File: config.mk
export PLATFORM = sky130hd
export DESIGN_NAME = pulse_width_remote_decoder
export DESIGN_NICKNAME = d
export VERILOG_FILES = /design/src/hdl/pwrd_pkg.sv /design/src/hdl/pulse_width_remote_decoder.sv
export SDC_FILE = /design/constraint.sdc
export NUM_CORES = 1
export LEC_CHECK = 0
export BUFFER_PORTS_ARGS = -buffer_cell sky130_fd_sc_hd__buf_4
export CORE_MARGIN = 2
export CORE_UTILIZATION = 60
export CTS_BUF_LIST = sky130_fd_sc_hd__clkbuf_2
export DETAILED_ROUTE_END_ITERATION = 6
export GPL_ROUTABILITY_DRIVEN = 0
export MAX_ROUTING_LAYER = met4
export PLACE_DENSITY_LB_ADDON = 0.2
export SYNTH_ARGS = -nofsm -noshare
export SYNTH_HDL_FRONTEND = slang
export SYNTH_SLANG_ARGS = --single-unit
File: constraint.sdc
create_clock -name clk -period 9.1 [get_ports clk]
set_clock_uncertainty 0.1 [all_clocks]
set_input_delay 1.82 -clock clk [delete_from_list [all_inputs] [get_ports clk]]
set_output_delay 1.82 -clock clk [all_outputs]
set_load 0.01 [all_outputs]
File: src/hdl/pwrd_pkg.sv
package pwrd_pkg;

  // Fixed field widths of the configuration registers and result fields.
  localparam int SHORT_W    = 12;
  localparam int LONG_W     = 13;
  localparam int TOL_W      = 12;
  localparam int TBITS_W    = 6;
  localparam int CFG_DATA_W = 13;
  localparam int CFG_IDX_W  = 2;
  localparam int OUT_CODE_W = 32;
  localparam int BITCNT_W   = 6;

  // Working width for duration compares; covers 32-bit durations and 36x products.
  localparam int ABS_W = 34;

  localparam int DEF_CODE_WIDTH     = 32;
  localparam int DEF_DURATION_WIDTH = 24;

  // Register indexes on the configuration port.
  localparam logic [CFG_IDX_W-1:0] REG_SHORT_PERIOD = 2'd0;
  localparam logic [CFG_IDX_W-1:0] REG_LONG_PERIOD  = 2'd1;
  localparam logic [CFG_IDX_W-1:0] REG_TOLERANCE    = 2'd2;
  localparam logic [CFG_IDX_W-1:0] REG_TARGET_BITS  = 2'd3;

  // Reset values of the configuration registers.
  localparam logic [SHORT_W-1:0] RST_SHORT_PERIOD = 12'd400;
  localparam logic [LONG_W-1:0]  RST_LONG_PERIOD  = 13'd800;
  localparam logic [TOL_W-1:0]   RST_TOLERANCE    = 12'd200;
  localparam logic [TBITS_W-1:0] RST_TARGET_BITS  = 6'd12;

  // Multipliers applied to the short period and tolerance.
  localparam logic [ABS_W-1:0] GAP_MULT  = 34'd36;
  localparam logic [ABS_W-1:0] END_MULT  = 34'd10;
  localparam logic [ABS_W-1:0] LONG_MULT = 34'd2;

  localparam logic [BITCNT_W-1:0] BITCNT_MAX = '1;

  typedef enum logic [1:0] {
    PH_WAIT_GAP  = 2'd0,
    PH_START_BIT = 2'd1,
    PH_LOW_HALF  = 2'd2,
    PH_HIGH_HALF = 2'd3
  } phase_t;

  function automatic logic [ABS_W-1:0] abs_diff(input logic [ABS_W-1:0] a,
                                                input logic [ABS_W-1:0] b);
    abs_diff = (a > b) ? (a - b) : (b - a);
  endfunction

endpackage

File: src/hdl/pulse_width_remote_decoder.sv
// Pulse-width remote decoder.
//
// Input channel (in_valid / in_ready): one beat is either a pulse (in_kind 0)
// carrying a line level and a duration in microseconds, or a clear command
// (in_kind 1) that returns all decoding state to its reset value.
// Result channel (out_valid / out_ready): exactly one result beat per input
// beat, in order: a confirmation strobe, the last confirmed code, the sticky
// seen-valid flag and the decoder phase after that beat.
// Configuration port (cfg_we / cfg_index / cfg_wdata): single-cycle writes to
// the short period, long period, tolerance and target bit count; write it
// only while no beat is in flight.
//
// A beat accepted into the input register is decoded into the result register
// once that register is empty or being drained, and out_valid is driven from
// the result register, so every result is registered before it can be taken.
// Throughput is one beat per cycle while the receiver does not stall, set by
// the single decode step between those two registers.
// When the receiver stalls, the input register still takes one more beat
// while the result register holds, so in_ready drops only with both full.
// Reset (synchronous, active low) empties both stages, clears the decoder
// state and loads the configuration registers with their default values.
module pulse_width_remote_decoder #(
  parameter int CODE_WIDTH     = pwrd_pkg::DEF_CODE_WIDTH,
  parameter int DURATION_WIDTH = pwrd_pkg::DEF_DURATION_WIDTH
) (
  input  logic                               clk,
  input  logic                               rst_n,
  // Input channel.
  input  logic                               in_valid,
  output logic                               in_ready,
  input  logic                               in_kind,
  input  logic                               in_level,
  input  logic [DURATION_WIDTH-1:0]          in_pulse_length,
  // Result channel.
  output logic                               out_valid,
  input  logic                               out_ready,
  output logic                               out_code_confirmed,
  output logic [pwrd_pkg::OUT_CODE_W-1:0]    out_confirmed_code,
  output logic                               out_seen_valid,
  output logic [1:0]                         out_phase,
  // Configuration port.
  input  logic                               cfg_we,
  input  logic [pwrd_pkg::CFG_IDX_W-1:0]     cfg_index,
  input  logic [pwrd_pkg::CFG_DATA_W-1:0]    cfg_wdata
);

  localparam int AW = pwrd_pkg::ABS_W;

  // Configuration registers.
  logic [pwrd_pkg::SHORT_W-1:0] short_period_r;
  logic [pwrd_pkg::LONG_W-1:0]  long_period_r;
  logic [pwrd_pkg::TOL_W-1:0]   tolerance_r;
  logic [pwrd_pkg::TBITS_W-1:0] target_bits_r;

  // Input register stage.
  logic                      in_valid_r;
  logic                      in_kind_r;
  logic                      in_level_r;
  logic [DURATION_WIDTH-1:0] in_len_r;

  // Decoder state.
  pwrd_pkg::phase_t           phase_r, phase_nxt;
  logic [CODE_WIDTH-1:0]      shift_code_r, shift_code_nxt;
  logic [pwrd_pkg::BITCNT_W-1:0] bit_cnt_r, bit_cnt_nxt;
  logic [DURATION_WIDTH-1:0]  held_low_r, held_low_nxt;
  logic [CODE_WIDTH-1:0]      prev_code_r, prev_code_nxt;
  logic [CODE_WIDTH-1:0]      final_code_r, final_code_nxt;
  logic                       valid_flag_r, valid_flag_nxt;
  logic                       confirmed_nxt;

  // Result register stage.
  logic                              out_valid_r;
  logic                              out_confirmed_r;
  logic [pwrd_pkg::OUT_CODE_W-1:0]   out_code_r;
  logic                              out_seen_r;
  logic [1:0]                        out_phase_r;
  logic [pwrd_pkg::OUT_CODE_W-1:0]   final_code_out;

  logic advance;
  logic step;

  // The result register moves when it is empty or being drained.
  assign advance  = !out_valid_r || out_ready;
  assign step     = advance && in_valid_r;
  assign in_ready = !in_valid_r || advance;

  // Configuration writes.
  always_ff @(posedge clk) begin
    if (!rst_n) begin
      short_period_r <= pwrd_pkg::RST_SHORT_PERIOD;
      long_period_r  <= pwrd_pkg::RST_LONG_PERIOD;
      tolerance_r    <= pwrd_pkg::RST_TOLERANCE;
      target_bits_r  <= pwrd_pkg::RST_TARGET_BITS;
    end else if (cfg_we) begin
      unique case (cfg_index)
        pwrd_pkg::REG_SHORT_PERIOD: begin
          short_period_r <= cfg_wdata[pwrd_pkg::SHORT_W-1:0];
        end
        pwrd_pkg::REG_LONG_PERIOD: begin
          long_period_r <= cfg_wdata[pwrd_pkg::LONG_W-1:0];
        end
        pwrd_pkg::REG_TOLERANCE: begin
          tolerance_r <= cfg_wdata[pwrd_pkg::TOL_W-1:0];
        end
        pwrd_pkg::REG_TARGET_BITS: begin
          target_bits_r <= cfg_wdata[pwrd_pkg::TBITS_W-1:0];
        end
        default: begin
        end
      endcase
    end
  end

  // Input register: holds one beat so the source is not stalled by a
  // single waiting result.
  always_ff @(posedge clk) begin
    if (!rst_n) begin
      in_valid_r <= 1'b0;
    end else if (in_ready) begin
      in_valid_r <= in_valid;
    end
  end

  always_ff @(posedge clk) begin
    if (in_ready && in_valid) begin
      in_kind_r  <= in_kind;
      in_level_r <= in_level;
      in_len_r   <= in_pulse_length;
    end
  end

  // Decode step: the window comparisons are absolute differences with strict
  // less-than and the frame end test is greater-or-equal, all done at a width that cannot overflow.
  always_comb begin
    logic [AW-1:0] d;
    logic [AW-1:0] held;
    logic [AW-1:0] s;
    logic [AW-1:0] l;
    logic [AW-1:0] t;
    logic          gap_ok;
    logic          start_ok;
    logic          frame_end;
    logic          one_ok;
    logic          zero_ok;
    logic          push;
    logic          push_val;

    d    = AW'(in_len_r);
    held = AW'(held_low_r);
    s    = AW'(short_period_r);
    l    = AW'(long_period_r);
    t    = AW'(tolerance_r);

    gap_ok    = pwrd_pkg::abs_diff(d, s * pwrd_pkg::GAP_MULT) < (t * pwrd_pkg::GAP_MULT);
    start_ok  = pwrd_pkg::abs_diff(d, s) < t;
    frame_end = d >= (s * pwrd_pkg::END_MULT + t);
    one_ok    = (pwrd_pkg::abs_diff(held, l) < (t * pwrd_pkg::LONG_MULT)) &&
                (pwrd_pkg::abs_diff(d, s) < t);
    zero_ok   = (pwrd_pkg::abs_diff(held, s) < t) &&
                (pwrd_pkg::abs_diff(d, l) < (t * pwrd_pkg::LONG_MULT));

    phase_nxt      = phase_r;
    shift_code_nxt = shift_code_r;
    bit_cnt_nxt    = bit_cnt_r;
    held_low_nxt   = held_low_r;
    prev_code_nxt  = prev_code_r;
    final_code_nxt = final_code_r;
    valid_flag_nxt = valid_flag_r;
    confirmed_nxt  = 1'b0;
    push           = 1'b0;
    push_val       = 1'b0;

    if (in_kind_r) begin
      phase_nxt      = pwrd_pkg::PH_WAIT_GAP;
      shift_code_nxt = '0;
      bit_cnt_nxt    = '0;
      held_low_nxt   = '0;
      prev_code_nxt  = '0;
      final_code_nxt = '0;
      valid_flag_nxt = 1'b0;
    end else begin
      unique case (phase_r)
        pwrd_pkg::PH_WAIT_GAP: begin
          if (!in_level_r && gap_ok) begin
            phase_nxt = pwrd_pkg::PH_START_BIT;
          end
        end
        pwrd_pkg::PH_START_BIT: begin
          if (in_level_r && start_ok) begin
            shift_code_nxt = '0;
            bit_cnt_nxt    = '0;
            held_low_nxt   = in_len_r;
            phase_nxt      = pwrd_pkg::PH_LOW_HALF;
          end else begin
            phase_nxt = pwrd_pkg::PH_WAIT_GAP;
          end
        end
        pwrd_pkg::PH_LOW_HALF: begin
          if (!in_level_r) begin
            if (frame_end) begin
              // A frame of the right length becomes the new reference; it is
              // confirmed only if it repeats the previous one and is nonzero.
              if (bit_cnt_r == target_bits_r) begin
                if (prev_code_r == shift_code_r && prev_code_r != '0) begin
                  final_code_nxt = shift_code_r;
                  valid_flag_nxt = 1'b1;
                  confirmed_nxt  = 1'b1;
                end
                prev_code_nxt = shift_code_r;
              end
              shift_code_nxt = '0;
              bit_cnt_nxt    = '0;
              held_low_nxt   = '0;
              phase_nxt      = pwrd_pkg::PH_START_BIT;
            end else begin
              held_low_nxt = in_len_r;
              phase_nxt    = pwrd_pkg::PH_HIGH_HALF;
            end
          end else begin
            phase_nxt = pwrd_pkg::PH_WAIT_GAP;
          end
        end
        pwrd_pkg::PH_HIGH_HALF: begin
          if (in_level_r && one_ok) begin
            push      = 1'b1;
            push_val  = 1'b1;
            phase_nxt = pwrd_pkg::PH_LOW_HALF;
          end else if (in_level_r && zero_ok) begin
            push      = 1'b1;
            phase_nxt = pwrd_pkg::PH_LOW_HALF;
          end else begin
            phase_nxt = pwrd_pkg::PH_WAIT_GAP;
          end
        end
        default: begin
          phase_nxt = pwrd_pkg::PH_WAIT_GAP;
        end
      endcase

      if (push) begin
        shift_code_nxt = {shift_code_r[CODE_WIDTH-2:0], push_val};
        if (bit_cnt_r != pwrd_pkg::BITCNT_MAX) begin
          bit_cnt_nxt = bit_cnt_r + 1'b1;
        end
      end
    end
  end

  // Decoder state registers advance once per decoded beat.
  always_ff @(posedge clk) begin
    if (!rst_n) begin
      phase_r      <= pwrd_pkg::PH_WAIT_GAP;
      shift_code_r <= '0;
      bit_cnt_r    <= '0;
      held_low_r   <= '0;
      prev_code_r  <= '0;
      final_code_r <= '0;
      valid_flag_r <= 1'b0;
    end else if (step) begin
      phase_r      <= phase_nxt;
      shift_code_r <= shift_code_nxt;
      bit_cnt_r    <= bit_cnt_nxt;
      held_low_r   <= held_low_nxt;
      prev_code_r  <= prev_code_nxt;
      final_code_r <= final_code_nxt;
      valid_flag_r <= valid_flag_nxt;
    end
  end

  // The reported code is the low 32 bits of the confirmed code, zero-extended when the code is narrower.
  generate
    if (CODE_WIDTH >= pwrd_pkg::OUT_CODE_W) begin : g_code_trunc
      assign final_code_out = final_code_nxt[pwrd_pkg::OUT_CODE_W-1:0];
    end else begin : g_code_ext
      assign final_code_out = pwrd_pkg::OUT_CODE_W'(final_code_nxt);
    end
  endgenerate

  // Result register.
  always_ff @(posedge clk) begin
    if (!rst_n) begin
      out_valid_r <= 1'b0;
    end else if (advance) begin
      out_valid_r <= in_valid_r;
    end
  end

  always_ff @(posedge clk) begin
    if (step) begin
      out_confirmed_r <= confirmed_nxt;
      out_code_r      <= final_code_out;
      out_seen_r      <= valid_flag_nxt;
      out_phase_r     <= phase_nxt;
    end
  end

  assign out_valid          = out_valid_r;
  assign out_code_confirmed = out_confirmed_r;
  assign out_confirmed_code = out_code_r;
  assign out_seen_valid     = out_seen_r;
  assign out_phase          = out_phase_r;

  // The sticky flag and the confirmed code are set together, and a
  // confirmed code is never zero.
  a_flag_matches_code: assert property (@(posedge clk) disable iff (!rst_n)
    valid_flag_r == (final_code_r != '0))
    else $error("seen flag and confirmed code disagree");

  // A confirmation beat always reports the sticky flag set.
  a_confirm_sets_seen: assert property (@(posedge clk) disable iff (!rst_n)
    (out_valid_r && out_confirmed_r) |-> out_seen_r)
    else $error("confirmation without sticky flag");

  // A confirmation only happens at a frame end, which returns to the start phase.
  a_confirm_phase: assert property (@(posedge clk) disable iff (!rst_n)
    (out_valid_r && out_confirmed_r) |-> (out_phase_r == 2'(pwrd_pkg::PH_START_BIT)))
    else $error("confirmation outside frame end");

  // The source is held off only when both stages hold a beat.
  a_ready_low_full: assert property (@(posedge clk) disable iff (!rst_n)
    !in_ready |-> (in_valid_r && out_valid_r && !out_ready))
    else $error("input stalled with room in the pipeline");

endmodule

# Yosys cells after proc, flatten, opt, wreduce, memory -nomap -nowiden
# Index checks and enable logic that the tools add are counted.
[totals]
register_bits = 236
out_inout_bits = 38
inputBits = 46
wordCells = 149
[classes]
n_bitwise = 3
reduce_logical = 30
n_eq_ne = 15
n_mux = 55
add_sub_neg = 12
magnitude_cmp = 11
mul = 3
[op_table]
columns = ["operator", "count"]
rows = [
  ["32-bit 2-to-1 mux", 16],
  ["34-bit 2-to-1 mux", 5],
  ["24-bit 2-to-1 mux", 4],
  ["34-bit by 12-bit less-than comparator with 1-bit output", 2],
  ["34-bit by 13-bit less-than comparator with 1-bit output", 2],
  ["32-bit one-hot mux with 2 select lines", 1],
  ["12-bit by 24-bit subtractor with 25-bit output", 2],
  ["13-bit by 24-bit subtractor with 25-bit output", 2],
  ["24-bit by 12-bit subtractor with 25-bit output", 2],
  ["24-bit by 13-bit subtractor with 25-bit output", 2],
  ["24-bit by 12-bit greater-than comparator with 1-bit output", 2],
  ["24-bit by 13-bit greater-than comparator with 1-bit output", 2],
  ["24-bit one-hot mux with 2 select lines", 1],
  ["6-bit 2-to-1 mux", 6],
  ["34-bit by 18-bit less-than comparator with 1-bit output", 1],
  ["32-bit equality test", 1],
  ["12-bit by 4-bit multiplier with 16-bit output, second input constant", 2],
  ["32-bit nonzero test", 1],
  ["18-bit by 24-bit subtractor with 25-bit output", 1],
  ["24-bit by 18-bit subtractor with 25-bit output", 1],
  ["24-bit by 17-bit greater-or-equal comparator with 1-bit output", 1],
  ["24-bit by 18-bit greater-than comparator with 1-bit output", 1],
  ["16-bit by 12-bit adder with 17-bit output", 1],
  ["12-bit by 3-bit multiplier with 15-bit output, second input constant", 1],
  ["24 further kinds", 69],
]

# Logic depth before layout (Yosys ltp)
# Gate-level depths: netlist (run 1).
[depth]
ltp_word = 11
ltp_mapped = 38
mapped_depth_nobuf = 34

# Worst setup path after synthesis (run 1)
# OpenSTA, ideal clock, no wires.
[synth_path]
kind = "register to register"
from = "register short_period_r[1] in the netlist's numbering"
to = "register out_phase_r[1], in the netlist out_phase[1], data pin"
setup_slack_ns = 1.838
t_required_ns = 8.730
path_stages_with_launch = 37
setup_time_ns = 0.270
path_buffers = 4
arrival_ns = 6.892
cell_sequence = "dfxtp_1 ha_1 ha_1 fa_1 a21oi_1 nor2_1 nor2_1 o21bai_1 a21oi_1 o21bai_1 a21oi_1 nor2b_1 o21ai_0 xnor2_1 ha_1 clkbuf_1 nand4_1 a211oi_1 o21ai_0 a31oi_2 clkbuf_1 clkbuf_1 buf_1 mux2i_1 xor2_1 ha_1 a21oi_1 nor2b_1 o21ai_0 a21oi_1 o21a_1 o21ai_0 and3_1 o2111a_1 nand4_1 nand2_1 a211oi_1"
[synth_between]
elab_chain_cells = 9
[synth_rtl]
columns = ["item", "line_no", "rtl"]
rows = [
  ["from (decl)", "pulse_width_remote_decoder.sv:50", "logic [pwrd_pkg::SHORT_W-1:0] short_period_r;"],
  ["from (signal assigned)", "pulse_width_remote_decoder.sv:90", "short_period_r <= pwrd_pkg::RST_SHORT_PERIOD;"],
  ["from (signal assigned)", "pulse_width_remote_decoder.sv:97", "short_period_r <= cfg_wdata[pwrd_pkg::SHORT_W-1:0];"],
  ["branches (longest 7 deep; another with 34-bit by 18-bit less-than comparator with 1-bit output)", "--", ""],
  ["2-bit one-hot mux with 4 select lines *", "pulse_width_remote_decoder.sv:182", "unique case (phase_r)"],
  ["2-bit 2-to-1 mux *", "pulse_width_remote_decoder.sv:173", "if (in_kind_r) begin"],
  ["net phase_nxt[1]", "pulse_width_remote_decoder.sv:62", "pwrd_pkg::phase_t phase_r, phase_nxt;"],
  ["to (signal assigned)", "pulse_width_remote_decoder.sv:293", "out_phase_r <= phase_nxt;"],
  ["to (decl)", "pulse_width_remote_decoder.sv:76", "logic [1:0] out_phase_r;"],
]
# Mark *: on every way through the listed nets, which the timed path passes.
# A chain may end at the register's enable or synchronous reset.

# Worst setup path after layout (run 1)
[layout_path]
from = "register short_period_r[4] in the netlist's numbering"
to = "register out_phase_r[0], in the netlist out_phase[0], data pin"
[layout_between]
elab_chain_cells = 8
[layout_rtl]
columns = ["item", "line_no", "rtl"]
rows = [
  ["12-bit by 4-bit multiplier with 16-bit output, or another cell as far along", "pulse_width_remote_decoder.sv:154", "gap_ok = pwrd_pkg::abs_diff(d, s * pwrd_pkg::GAP_MULT) < (t * pwrd_pkg::GAP_MULT);"],
  ["18-bit by 24-bit subtractor with 25-bit output, or another cell as far along", "pwrd_pkg.sv:47", "abs_diff = (a > b) ? (a - b) : (b - a);"],
  ["34-bit 2-to-1 mux or 34-bit by 12-bit less-than comparator with 1-bit output (tied branches)", "pwrd_pkg.sv:47, pulse_width_remote_decoder.sv:158", ""],
  ["34-bit by 18-bit less-than comparator with 1-bit output or 1-bit logical AND (tied branches)", "pulse_width_remote_decoder.sv:154, pulse_width_remote_decoder.sv:157", ""],
  ["1-bit logical AND (on tied branches)", "pulse_width_remote_decoder.sv:184, pulse_width_remote_decoder.sv:224", ""],
  ["2-bit 2-to-1 mux (on tied branches)", "pulse_width_remote_decoder.sv:184, pulse_width_remote_decoder.sv:224", ""],
  ["2-bit one-hot mux with 4 select lines *", "pulse_width_remote_decoder.sv:182", ""],
  ["2-bit 2-to-1 mux *", "pulse_width_remote_decoder.sv:173", ""],
  ["net phase_nxt[0]", "pulse_width_remote_decoder.sv:62", ""],
]
# The timed path passes the listed nets; every way through them passes the cells marked *.

==> results.sh, run 1 <==
export IMPL_leakage_nw=9.84
export IMPL_ant_nets=0
export IMPL_coreArea_um2=34600
export IMPL_end_kind="flip-flop"
export IMPL_drc=2
export IMPL_fin_setup_tns_ps=0
export IMPL_synth_area_leaders="ha_1 (17%), dfxtp_1 (17%), edfxtp_1 (8.8%)"
export IMPL_cp_common_cell="a21oi_1"
export IMPL_regArea_um2=5350
export IMPL_critPathSlowestCell="nor4bb_1"
export IMPL_design_area_um2=22400
export IMPL_cts_hold_buf=0
export IMPL_vias=20463
export IMPL_multi_input_area_um2=14600
export IMPL_antenna_found_initial=3
export IMPL_grt_setup_unrepaired="no"
export IMPL_post_route_cells_drive_above_1_share_pct=9.31
export IMPL_worst_setup_path_type="reg -> reg"
export IMPL_die_w_um=192
export IMPL_grt_pass1_wl_um=107000
export IMPL_yosysTopAreaCell="ha_1"
export IMPL_gr_total_overflow=0
export IMPL_cp_arrival_ps=8570
export IMPL_ys_types=94
export IMPL_drt_initial_drc_count=2481
export IMPL_track_usage_pct=38.5
export IMPL_syn_nets=2871
export IMPL_cts_buffers=59
export IMPL_min_period_ps=7810
export IMPL_postCtsResizedCells=0
export IMPL_peakVddDrop_mv=0.124
export IMPL_synth_edf_count=62
export IMPL_yosys_most_used_dff="dfxtp_1"
export IMPL_period_share_pct=85.8
export IMPL_placement_rows=68
export IMPL_holdWs_ps=418
export IMPL_hold_viol=0
export IMPL_violations="DRC"
export IMPL_slowest_delay_ps=590
export IMPL_port_buffers=83
export IMPL_grt_pass1_vias=19246
export IMPL_avgSynthCellArea_um2=8.33
export IMPL_hp_class="reg -> reg"
export IMPL_grt_max_degree=57
export IMPL_layout_nets=2902
export IMPL_ys_ff_latch=236
export IMPL_critPathTopFamily="compound AO/OA/AOI/OAI gates"
export IMPL_initial_utilization_pct=60.9
export IMPL_post_cts_buffers=0
export IMPL_clk_path_buf_depth=3
export IMPL_p_per_area_nw_per_um2=120
export IMPL_htree_levels=2
export IMPL_wire_per_inst_um=22.6
export IMPL_fp_dieH_um=192
export IMPL_pre_cts_slack_ps=1540
export IMPL_critical_path_n_buffers_inverters=1
export IMPL_drt_total_wl_um=69400
export IMPL_detail_route_vias_per_cell=6.67
export IMPL_setup_viol=0
export IMPL_boundaryPins=84
export IMPL_netlist_area_um2=21100
export IMPL_post_synth_top_area_fraction_pct=16.6
export IMPL_first_pass_iters=7
export IMPL_root_buffer="clkbuf_2"
export IMPL_tightest_slew_ps=1220
export IMPL_yosys_warnings=0
export IMPL_drv_cap=0
export IMPL_async_flop_share_pct=0
export IMPL_path_max_fanout=35
export IMPL_syn2layout_area_growth_pct=6.35
export IMPL_clk_pin_slew_ps=100
export IMPL_placed_area_um2=21900
export IMPL_critPathLaunchType="flip-flop"
export IMPL_cts_sinks=236
export IMPL_dp_hpwl_um=53000
export IMPL_die_area_um2=36700
export IMPL_ys_seq_area_share_pct=25.3
export IMPL_drv_slew=0
export IMPL_max_slew_margin_rel_pct=19.0
export IMPL_fillers=2972
export IMPL_cts_tree="yes"
export IMPL_setup_slack_ps=1290
export IMPL_status="finished, violations left"
export IMPL_crit_required_ps=9870
export IMPL_insertion_delay_ps=1130
export IMPL_fmax_mhz=128
export IMPL_reg2reg_slack_ps=1290
export IMPL_netlist_instances=2532
cells in the mapped netlist, types with 8 or more instances:
cell type / number
ha_1: 280
a21oi_1: 220
nor2_1: 209
nand2_1: 191
dfxtp_1: 174
inv_1: 148
clkbuf_1: 91
o21ai_0: 91
xor2_1: 72
a21o_1: 69
a22oi_1: 68
xnor2_1: 68
nand3_1: 64
edfxtp_1: 62
mux2i_1: 62
a22o_1: 53
nand4_1: 39
nor3_1: 35
a211oi_1: 31
buf_2: 30
nor4_1: 28
o21a_1: 28
and2_1: 27
nor2b_1: 27
and3_1: 24
nand2b_1: 24
o211ai_1: 24
a31oi_1: 23
o21bai_1: 20
a221oi_1: 14
a2111oi_0: 13
fa_1: 13
or3_1: 11
a211o_1: 10
a221o_1: 10
buf_6: 8
o21ai_1: 8
metal layers:
layer | up-vias | track usage [%] | wire, um
met4 | 0 | 18.5 | 3940
met3 | 300 | 12.9 | 9640
met1 | 9460 | 50.4 | 27900
li1 | 9371 | - | -
met5 | - | - | 0
met2 | 1332 | 52.9 | 27900
metrics by stage:
| stage | power [mW] | util, % | std cells |
|---|---|---|---|
| finish | 2.70 | 64.8 | 3070 |
| global route | 2.85 | 64.8 | 3070 |
| CTS | 2.68 | 64.8 | 3066 |
| detailed placement | 1.95 | 63.2 | 2957 |
| global placement | 1.93 | 63.2 | 2957 |
| floorplan | 1.72 | - | 2532 |
layout by cell type, fill, tap and decap left out, types with 26 or more instances in the layout:
cell	n
nor3_1	34
nand2_1	191
a21oi_1	219
dfxtp_1	174
clkbuf_2	87
nor4_1	26
a21o_1	69
o21a_1	28
buf_4	107
nor2_1	209
a22o_1	53
edfxtp_1	62
xnor2_1	68
xor2_1	72
nor2b_1	27
nand4_1	39
a211oi_1	31
inv_1	146
ha_1	280
o21ai_0	91
nand3_1	64
and2_1	27
a22oi_1	68
mux2i_1	62
area by class of cell:
cell class | instances | share of cell area, %
flip-flops and latches | 236 | 23.8
inverters | 148 | 2.48
well taps | 455 | 2.54
repair buffers | 107 | 3.58
diodes | 4 | 0.0446
multi-input cells | 2011 | 65.1
clock buffers | 87 | 1.94
clock inverters | 22 | 0.474
power breakdown:
part | switching (mW) | leakage, nW | internal (mW)
combinational | 0.502 | 7.44 | 0.322
sequential | 0.0454 | 1.98 | 1.10
clock | 0.468 | 0.415 | 0.268
cells by family after synthesis:
logic type / share of synthesized area (%)
AOI/OAI and AO/OA: 24.6
xor gates and xnor gates: 5.81
adders and majority gates: 17.8
buffers and inverters: 5.55
DFF: 25.3
muxes: 3.31
other: 0.0178
and+or+nand+nor: 17.6
path summary, 6_finish.rpt:
path,depth (start not counted),endpoint,start
setup / recovery,35,out_phase[0]$_DFFE_PP_,short_period_r[4]$_SDFFE_PN1P_
hold / removal,1,valid_flag_r$_SDFFE_PN0P_,valid_flag_r$_SDFFE_PN0P_
hold reg to reg,1,valid_flag_r$_SDFFE_PN0P_,valid_flag_r$_SDFFE_PN0P_
setup reg to reg,35,out_phase[0]$_DFFE_PP_,short_period_r[4]$_SDFFE_PN1P_
state kept, by name, indices dropped and copies added, names as in the netlist, 12 cells and up:
signal / count
final_code_r: 32
held_low_r: 24
in_len_r: 24
long_period_r: 13
out_confirmed_code: 32
prev_code_r: 32
shift_code_r: 32
short_period_r: 12
tolerance_r: 12
(Power assumes the default switching activity.)
==> inputs of run 2 (changes only) <==
CTS_CLUSTER_SIZE = 16   (was default)
RECOVER_POWER = 100   (was default)
REMOVE_ABC_BUFFERS = 1   (was default)
==> run 2 against run 1 <==
Combinational power is essentially flat. Power increased by 1.0%. The flow finishes with violations (DRC, capacitance limit, slew limit). Sequential power about the same. Die area unchanged. Register-to-register slack got worse by 350 ps. Sequential cell count unchanged. Via count rose by 1.4%. First-iteration DRC count grew 12%. Global-route usage shrank 0.36 points. Routed wire length decreased by 0.70%. Setup slack worse by 350 ps. Sequential share of layout area up 0.22 points. Critical endpoint is now shift_code_r[21]$_SDFFE_PN0P_.
==> results.sh, run 2 (synthesis results as in run 1) <==
export IMPL_cp_arrival_ps=8830
export IMPL_tightest_slew_ps=4540
export IMPL_fmax_mhz=123
export IMPL_reg2reg_slack_ps=950
export IMPL_critPathSlowestCell="o22ai_1"
export IMPL_postCtsResizedCells=0
export IMPL_hold_end="valid_flag_r$_SDFFE_PN0P_"
export IMPL_worst_setup_path_type="reg -> reg"
export IMPL_drt_total_wl_um=68900
export IMPL_combPwrFrac_pct=30.0
export IMPL_drv_slew=169
export IMPL_htree_levels=2
export IMPL_r2r_cells=24
export IMPL_status="finished, violations left"
export IMPL_layout_nets=2900
export IMPL_critPathTopFamily="compound AO/OA/AOI/OAI gates"
export IMPL_wire_per_inst_um=22.5
export IMPL_crit_required_ps=9780
export IMPL_boundaryPins=84
export IMPL_antenna_found_initial=1
export IMPL_grt_max_degree=90
export IMPL_grt_pass1_vias=19642
export IMPL_ant_nets=0
export IMPL_end_kind="flip-flop"
export IMPL_worst_hold_path_num_cells=1
export IMPL_max_slew_margin_rel_pct=-203
export IMPL_leakage_nw=9.65
export IMPL_p_total_mw=2.73
export IMPL_fillers=2990
export IMPL_slowest_delay_ps=780
export IMPL_holdWs_ps=401
export IMPL_switching_power_mw=1.03
export IMPL_fp_dieH_um=192
export IMPL_p_per_area_nw_per_um2=123
export IMPL_layout_common_cells="ha_1 (280), a21oi_1 (219), nor2_1 (209), nand2_1 (191), dfxtp_1 (174)"
export IMPL_r2r_end="shift_code_r[21]$_SDFFE_PN0P_"
export IMPL_clk_path_buf_depth=3
export IMPL_track_usage_pct=38.1
export IMPL_p_clk_share_pct=28.2
export IMPL_dp_hpwl_um=52700
export IMPL_drt_initial_drc_count=2772
export IMPL_min_from="valid_flag_r$_SDFFE_PN0P_"
export IMPL_clk_pin_slew_ps=110
export IMPL_post_route_cells_drive_above_1_share_pct=7.31
export IMPL_setup_viol=0
export IMPL_final_common_cell="ha_1"
export IMPL_vias=20740
export IMPL_cts_tree="yes"
export IMPL_gr_total_overflow=0
export IMPL_drv_cap=4
export IMPL_hp_class="reg -> reg"
export IMPL_intPower_mw=1.71
export IMPL_die_area_um2=36700
export IMPL_r2r_start="short_period_r[1]$_SDFFE_PN0P_"
export IMPL_first_pass_iters=7
export IMPL_cts_buffers=59
export IMPL_root_buffer="clkbuf_2"
export IMPL_peakVddDrop_mv=0.134
export IMPL_path_max_fanout=31
export IMPL_insertion_delay_ps=1020
export IMPL_min_period_ps=8150
export IMPL_syn2layout_area_growth_pct=5.37
export IMPL_port_buffers=83
export IMPL_grt_setup_unrepaired="no"
export IMPL_detail_route_vias_per_cell=6.76
export IMPL_power_frac_seq_pct=41.7
export IMPL_grt_pass1_wl_um=106000
export IMPL_period_share_pct=89.6
export IMPL_die_w_um=192
export IMPL_drc=103
export IMPL_coreArea_um2=34600
export IMPL_initial_utilization_pct=60.9
export IMPL_cp_cell_sequence="clkbuf_1 -> inv_1 -> ha_1 -> a21oi_1 -> o21ai_0 -> a211oi_1 -> a22oi_1 -> buf_4 -> a211oi_1 -> a31oi_1 -> xor2_1 -> ha_1 -> a21o_1 -> a2111oi_0 -> a21oi_1 -> o2111ai_1 -> nand4b_1 -> a221oi_1 -> nand4_1 -> o22ai_1 -> or3_1 -> a21oi_2 -> buf_4 -> a22o_1"
export IMPL_post_cts_buffers=0
export IMPL_cts_sinks=236
export IMPL_hold_viol=0
export IMPL_critical_path_n_buffers_inverters=4
export IMPL_violations="DRC, capacitance limit, slew limit"
export IMPL_swShare_pct=37.5
export IMPL_placement_rows=68
export IMPL_critPathLaunchType="flip-flop"
export IMPL_cts_hold_buf=0
-- run 2: worst max-delay path by stage --
stage | slack (ps) | cells after the start | startpoint | end
6_report | 950 | 24 | short_period_r[1]$_SDFFE_PN0P_ | shift_code_r[21]$_SDFFE_PN0P_
4_1_cts | 1530 | 33 | short_period_r[4]$_SDFFE_PN1P_ | phase_r[1]$_SDFFE_PN0P_
3_5_place_dp | 1630 | 33 | short_period_r[4]$_SDFFE_PN1P_ | phase_r[1]$_SDFFE_PN0P_
2_1_floorplan | -2780 | 27 | short_period_r[1]$_SDFFE_PN0P_ | final_code_r[0]$_SDFFE_PN0P_
5_1_grt | 450 | 26 | short_period_r[1]$_SDFFE_PN0P_ | final_code_r[16]$_SDFFE_PN0P_
3_3_place_gp | 1880 | 34 | short_period_r[4]$_SDFFE_PN1P_ | out_phase[1]$_DFFE_PP_
-- run 2: area by class of cell --
class | instances | area, um2 | area share [%]
diodes | 2 | 5.00 | 0.0225
inverters | 148 | 557 | 2.50
multi-input cells | 2011 | 14600 | 65.6
clock buffers | 87 | 435 | 1.96
repair buffers | 105 | 599 | 2.70
well taps | 455 | 569 | 2.56
flip-flops and latches | 236 | 5350 | 24.0
clock inverters | 25 | 138 | 0.619
-- run 2: layer usage --
layer	routed length [um]	share of wire, %	GRT usage, %
met4	4080	5.9	19.4
met1	27800	40	49.9
met5	0	0	-
met3	8140	12	7.95
met2	28800	42	55.6
-- run 2: per-stage QoR --
| stage | cells | cell area (um2) | worst slack [ps] | utilization (%) | TNS (ps) |
|---|---|---|---|---|---|
| 2_1_floorplan | 2395 | 20500 | -2780 | - | -118390 |
| 3_3_place_gp | 2955 | 21900 | 1880 | 63.1 | 0 |
| 3_5_place_dp | 2955 | 21900 | 1630 | 63.1 | 0 |
| 4_1_cts | 3067 | 22400 | 1530 | 64.8 | 0 |
| 5_1_grt | 3068 | 22200 | 451 | 64.2 | 0 |
| 6_report | 3069 | 22200 | 948 | 64.2 | 0 |
-- run 2: power by group through the flow --
stage	Sequential [mW]	Clock [mW]	Combinational, mW
finish	1.14	0.771	0.821
global route	1.14	0.832	0.893
CTS	1.14	0.785	0.805
detailed placement	1.16	0	0.800
global placement	1.16	0	0.778
floorplan	1.15	0	0.559
